File: src/hw/rtl/tss_ram.sv
`timescale 1ns / 1ps
`default_nettype none
// ----------------------------------------------------------------------------
// tss_ram
// Generic simple dual-port RAM, one write port, one registered read port.
// ----------------------------------------------------------------------------
module tss_ram #(
	parameter int WIDTH = 8,
	parameter int DEPTH = 16
) (
	input  wire logic                     clk,
	input  wire logic                     we,
	input  wire logic [$clog2(DEPTH)-1:0] waddr,
	input  wire logic [WIDTH-1:0]         wdata,
	input  wire logic [$clog2(DEPTH)-1:0] raddr,
	output logic      [WIDTH-1:0]         rdata
);

	logic [WIDTH-1:0] mem [DEPTH];

	always_ff @(posedge clk) begin
		if (we) begin
			mem[waddr] <= wdata;
		end
		rdata <= mem[raddr];
	end

endmodule
`default_nettype wire

File: config.mk
export PLATFORM = sky130hd
export DESIGN_NAME = tss_ram
export DESIGN_NICKNAME = d
export VERILOG_FILES = /design/src/hw/rtl/tss_ram.sv
export SDC_FILE = /design/constraint.sdc
export NUM_CORES = 1
export LEC_CHECK = 0
export BUFFER_PORTS_ARGS = -buffer_cell sky130_fd_sc_hd__buf_2
export CAP_MARGIN = 20
export CORE_MARGIN = 2
export CORE_UTILIZATION = 60
export CTS_CLUSTER_SIZE = 14
export DETAILED_ROUTE_END_ITERATION = 6
export PLACE_DENSITY = 0.81
export SLEW_MARGIN = 20
export SYNTH_ARGS = -nofsm -noshare
export SYNTH_HDL_FRONTEND = slang
export SYNTH_SLANG_ARGS = --single-unit
export TNS_END_PERCENT = 20
File: constraint.sdc
create_clock -name clk -period 2.3 [get_ports clk]
set_clock_uncertainty 0.15 [all_clocks]
set_input_delay 0.46 -clock clk [delete_from_list [all_inputs] [get_ports clk]]
set_output_delay 0.46 -clock clk [all_outputs]
set_load 0.01 [all_outputs]
==> results.tsv, run 1 <==
stage	metric	value	unit
status	status	complete, no violations	
route	viasPerCell	6.45	
floorplanning	die_x	96.6	um
clock_network	cts_root_buf	clkbuf_8	
cells_and_area	layoutNonFillerInstCount	402	
synth	yosys_warnings	0	
placement	place_congestion	0.767	
floorplanning	design.core.area	8260	um2
global_routing	grt_start_max_net_pins	33	
clock_network	insertion_delay	0.51	ns
sta	finalMaxSlewViolations	0	
synth	ys_seq_area_share	77.8	%
clock_network	cts_hold_buf	0	
worst_setup_path	rr_worst_depth	3	
global_routing	grt_pass1_vias	2649	
route	wl_per_cell	26.4	um
worst_hold_path	hold_path_class	primary input to flop	
clock_network	cts_buffers	17	
pwr	powerDensity	935	nW/um2
cells_and_area	area_growth	17.8	%
route	dr.pass1.iters	5	
placement	port_buffers	25	
sta	relSlewSlack	71.7	%
worst_setup_path	crit_type	primary input to flop	
route	drt_first_iter_violations	343	
worst_setup_path	crit_end	rdata[2]$_DFF_P_	
floorplanning	rows	33	
clock_network	cts_tree	done	
route	ant_nets	0	
sta	setup_viol	0	
clock_network	cts_setup_buffers	0	
worst_setup_path	cp_data_required_time	2.55	ns
sta	hold_violations	0	
clock_network	clk_pin_slew	0.06	ns
placement	post-place-ws	0.220	ns
floorplanning	pin_count	26	
sta	fmax	610	MHz
worst_setup_path	startpoint_type	primary input	
synth	synthCells	229	
sta	period_needed	1.64	ns
worst_setup_path	reg2reg_to	rdata[2]$_DFF_P_	
route	vias	2592	
job	drv_cap	0	
global_routing	antenna_found_initial	0	
cells_and_area	mostFrequentLayoutCell	edfxtp_1	
global_routing	track_usage	24.3	%
pwr	p_leak	2.08	nW
synth	synth_nets	247	
synth	yosysUniqueCellTypes	19	
synth	ys_ff_latch	136	
sta	setup_tns	0	ns
cells_and_area	mostFrequentLayoutCells	edfxtp_1 (128), buf_2 (25), buf_4 (20), mux4_2 (18)	
pwr	peakVddDrop	0.000518	V
synth	synth_area	5150	um2
worst_setup_path	worst-path-max-fanout	32	
sta	grt_setup_unrepaired	no	
placement	dpl.cell_count	370	
floorplanning	die_h	96.6	um
clock_network	clock_sinks	136	
route	routed_wl	10600	um
floorplanning	start_util	62.3	%
cells_and_area	antenna_cells	0	
worst_setup_path	crit_start	raddr[0]	
cells_and_area	nNetsFinal	302	
worst_setup_path	rrSetupSlack	0.66	ns
worst_setup_path	reg2reg_from	mem[1][2]$_DFFE_PP_	
clock_network	cts_max_level	4	
floorplanning	dieArea	9340	um2
global_routing	overflow	0	
sta	tightest_slew	0.425	ns
worst_setup_path	cp_data_arrival_time	1.89	ns
synth	syn_area_per_cell	22.5	um2
worst_setup_path	cp-end-kind	flop	
sta	period_share	71.3	%
sta	setup_slack	0.660	ns
clock_network	clockBufferDepth	2	
global_routing	grt_pass1_wl	16300	um
route	post-route-drc-count	0	
placement	dp_hpwl	6160	um
clock_network	cts_resized	0	
cells_and_area	drive_above_1_share	32.7	%
[metrics by stage]
step | instance area [um2] | hold slack [ns] | power, mW | utilization, %
2_1_floorplan | 5150 | 0.409 | 2.98 | -
3_3_place_gp | 5490 | 0.502 | 3.08 | 66.5
3_5_place_dp | 5490 | 0.517 | 3.10 | 66.5
4_1_cts | 6060 | 0.165 | 5.68 | 73.4
5_1_grt | 6060 | 0.167 | 5.82 | 73.4
6_report | 6060 | 0.184 | 5.67 | 73.4
[Yosys cell counts]
library cell     number  area (um2)
edfxtp_1            128        3840
mux4_2               18         405
a22oi_1              16         120
mux4_1               14         368
nor2_1               13        48.8
nand2_1               9        33.8
dfxtp_1               8         160
nor3_1                4        20.0
buf_2                 3        15.0
buf_6                 3        33.8
clkdlybuf4s25_2       3        30.0
nand2b_1              2        12.5
nand3b_1              2        15.0
and2_1                1        6.26
and2b_1               1        7.51
buf_4                 1        7.51
nand3_1               1        5.00
nor2b_1               1        6.26
or3b_2                1        8.76
[worst max-delay path, stage by stage]
cell,delay (ns)
buf_2,0.12
buf_12,0.25
mux4_1,0.65
a22oi_1,0.30
nand2_1,0.08
[state kept, by name, indices dropped and copies added, names as in the netlist]
register / count
rdata: 8
mem: 128
[routing by layer]
metal  part of all wire, %  global-route usage, %  vias to the layer above  wire length, um
li1                      -                      -                     1083                -
met4                   2.6                   10.7                        0              278
met2                    50                   37.9                      144             5260
met1                    40                   33.2                     1342             4270
met3                   7.4                   6.00                       23              782
met5                     0                      0                        -                0
[worst min path at each step]
stage	startpoint	end	slack, ns	cells after the start
after floorplan	wdata[0]	mem[0][0]$_DFFE_PP_	0.41	0
after global placement	mem[8][3]$_DFFE_PP_	rdata[3]$_DFF_P_	0.50	3
after detailed placement	mem[12][2]$_DFFE_PP_	rdata[2]$_DFF_P_	0.52	3
after CTS	wdata[0]	mem[4][0]$_DFFE_PP_	0.16	1
after global routing	wdata[0]	mem[2][0]$_DFFE_PP_	0.17	1
final	wdata[0]	mem[1][0]$_DFFE_PP_	0.18	1
[power breakdown]
group	switching (mW)	internal [mW]
logic	0.156	0.111
clock network	1.04	1.58
registers	0.0180	2.77
total	1.21	4.46
[layout make-up]
class / instances / area [um2]
timing repair buffer: 46 / 295
clock buffer: 18 / 428
fill: 456 / 2190
clock inverter: 14 / 149
sequential: 136 / 4000
multi-input combinational: 83 / 1060
tap: 105 / 131
[logic make-up after synthesis]
logic type | count (synthesis) | synth area share [%]
AOI/OAI and AO/OA | 16 | 2.33
buffers and inverters | 10 | 1.68
DFF | 136 | 77.8
muxes | 32 | 15.0
and+or+nand+nor | 35 | 3.18
(Power assumes the default switching activity.)
==> run 2: changes to the inputs <==
Clock period 2.3 ns to 1.6 ns, I/O delays scaled along.
==> results.tsv, run 2 (synthesis gave the netlist of run 1 again) <==
stage	metric	value	unit	change
status	status	complete, no violations		
route	routed_wl	10600	um	-0.41%
route	vias	2687		+3.7%
pwr	power	8.49	mW	+50%
worst_setup_path	startpoint_type	flop		
placement	place_congestion	0.747		-2.6%
clock_network	clockBufferDepth	2		unchanged
worst_setup_path	cp-end-kind	flop		
cells_and_area	mostFrequentLayoutCells	edfxtp_1 (128), buf_2 (25), buf_4 (20), mux4_2 (18), clkbuf_16 (16)		
cells_and_area	finish.utilization	75.7	%	+2.3 points
floorplanning	start_util	62.3	%	unchanged
floorplanning	die_h	96.6	um	unchanged
route	wl_per_cell	25.9	um	-1.9%
cells_and_area	reg.largest.list	mem (128), rdata (8)		
floorplanning	design.core.area	8260	um2	unchanged
cells_and_area	nNetsFinal	308		+2.0%
route	viasPerCell	6.59		+2.1%
route	ant_nets	0		unchanged
clock_network	cts_buffers	17		unchanged
clock_network	cts_hold_buf	0		unchanged
sta	grt_setup_unrepaired	no		
clock_network	insertion_delay	0.51	ns	about the same
worst_setup_path	cp_data_arrival_time	1.78	ns	-0.11 ns
worst_setup_path	rrSetupSlack	0.06	ns	-0.60 ns
sta	setup_viol	0		unchanged
global_routing	antenna_found_initial	0		unchanged
job	drv_cap	0		unchanged
worst_setup_path	worst-path-max-fanout	1		-97%
cells_and_area	mostFrequentLayoutCell	edfxtp_1		
route	dr.pass1.iters	5		unchanged
placement	dp_hpwl	6100	um	-0.89%
sta	hold_violations	0		unchanged
clock_network	clk_pin_slew	0.06	ns	about the same
clock_network	cts_max_level	4		unchanged
pwr	powerDensity	1360	nW/um2	+45%
floorplanning	pin_count	26		unchanged
cells_and_area	layoutNonFillerInstCount	408		+1.5%
sta	tightest_slew	0.830	ns	+0.405 ns
floorplanning	rows	33		unchanged
route	drt_first_iter_violations	374		+9.0%
placement	port_buffers	25		unchanged
floorplanning	dieArea	9340	um2	unchanged
sta	setup_tns	0	ns	unchanged
worst_setup_path	cp_data_required_time	1.84	ns	-0.71 ns
clock_network	cts_tree	done		
global_routing	overflow	0		unchanged
cells_and_area	top_register	mem		
cells_and_area	antenna_cells	0		unchanged
sta	whs	0.0499	ns	-0.134 ns
clock_network	cts_root_buf	clkbuf_8		
sta	period_share	96.5	%	
cells_and_area	drive_above_1_share	34.7	%	+2.0 points
sta	fmax	648	MHz	
pwr	peakVddDrop	0.00103	V	+98%
global_routing	track_usage	24.3	%	about the same
pwr	p_leak	2.16	nW	+3.9%
cells_and_area	area_growth	21.5	%	
route	post-route-drc-count	0		unchanged
cells_and_area	largest_reg_flops	128		unchanged
clock_network	clock_sinks	136		unchanged
worst_hold_path	hold_path_class	primary input to flop		
sta	period_needed	1.54	ns	
floorplanning	die_x	96.6	um	unchanged
sta	relSlewSlack	44.5	%	-27 points
global_routing	grt_start_max_net_pins	18		-45%
worst_setup_path	crit_type	flop to flop		
global_routing	grt_pass1_vias	2739		+3.4%
sta	finalMaxSlewViolations	0		unchanged
placement	dpl.cell_count	376		+1.6%
global_routing	grt_pass1_wl	16300	um	-0.29%
-- run 2: area by class of cell --
| cell class | instances | area [um2] |
|---|---|---|
| fillers | 425 | 2010 |
| flip-flops and latches | 136 | 4000 |
| multi-input cells | 83 | 1080 |
| well taps | 105 | 131 |
| clock buffers | 18 | 428 |
| repair buffers | 52 | 415 |
| clock inverters | 14 | 195 |
-- run 2: layer usage --
metal / up-vias / routed length (um) / part of all wire [%] / global-route usage, %
met4: 0 / 179 / 1.7 / 7.58
met5: - / 0 / 0 / 0
li1: 1096 / - / - / -
met3: 17 / 953 / 9.0 / 8.53
met1: 1385 / 4160 / 39 / 33.8
met2: 189 / 5260 / 50 / 37.0
-- run 2: what timing repair did --
item | in CTS | in global routing
setup endpoints to repair | 0 | 1
resized for setup | 0 | 1
buffers inserted | 0 | 0
-- run 2: final timing paths --
path	depth (start not counted)	start	endpoint
max	3	mem[2][5]$_DFFE_PP_	rdata[5]$_DFF_P_
min	1	wdata[5]	mem[6][5]$_DFFE_PP_
max reg2reg	3	mem[2][5]$_DFFE_PP_	rdata[5]$_DFF_P_
min reg2reg	3	mem[15][2]$_DFFE_PP_	rdata[2]$_DFF_P_
-- run 2: report_power, final --
group,internal [mW],switching (mW)
Combinational,0.186,0.227
Clock,2.59,1.48
Sequential,3.98,0.0294
Total,6.75,1.73
-- run 2: stage by stage --
step	area (um2)	worst slack [ns]
2_1_floorplan	5160	-0.0623
6_report	6250	0.0563
4_1_cts	6250	0.0456
5_1_grt	6250	0.0208
3_3_place_gp	5620	-0.314
3_5_place_dp	5620	-0.287
-- run 2: critical path: stages (launching register included) --
cell	delay (ns)
edfxtp_1	0.38
mux4_1	0.53
a22oi_1	0.26
nand2_1	0.10
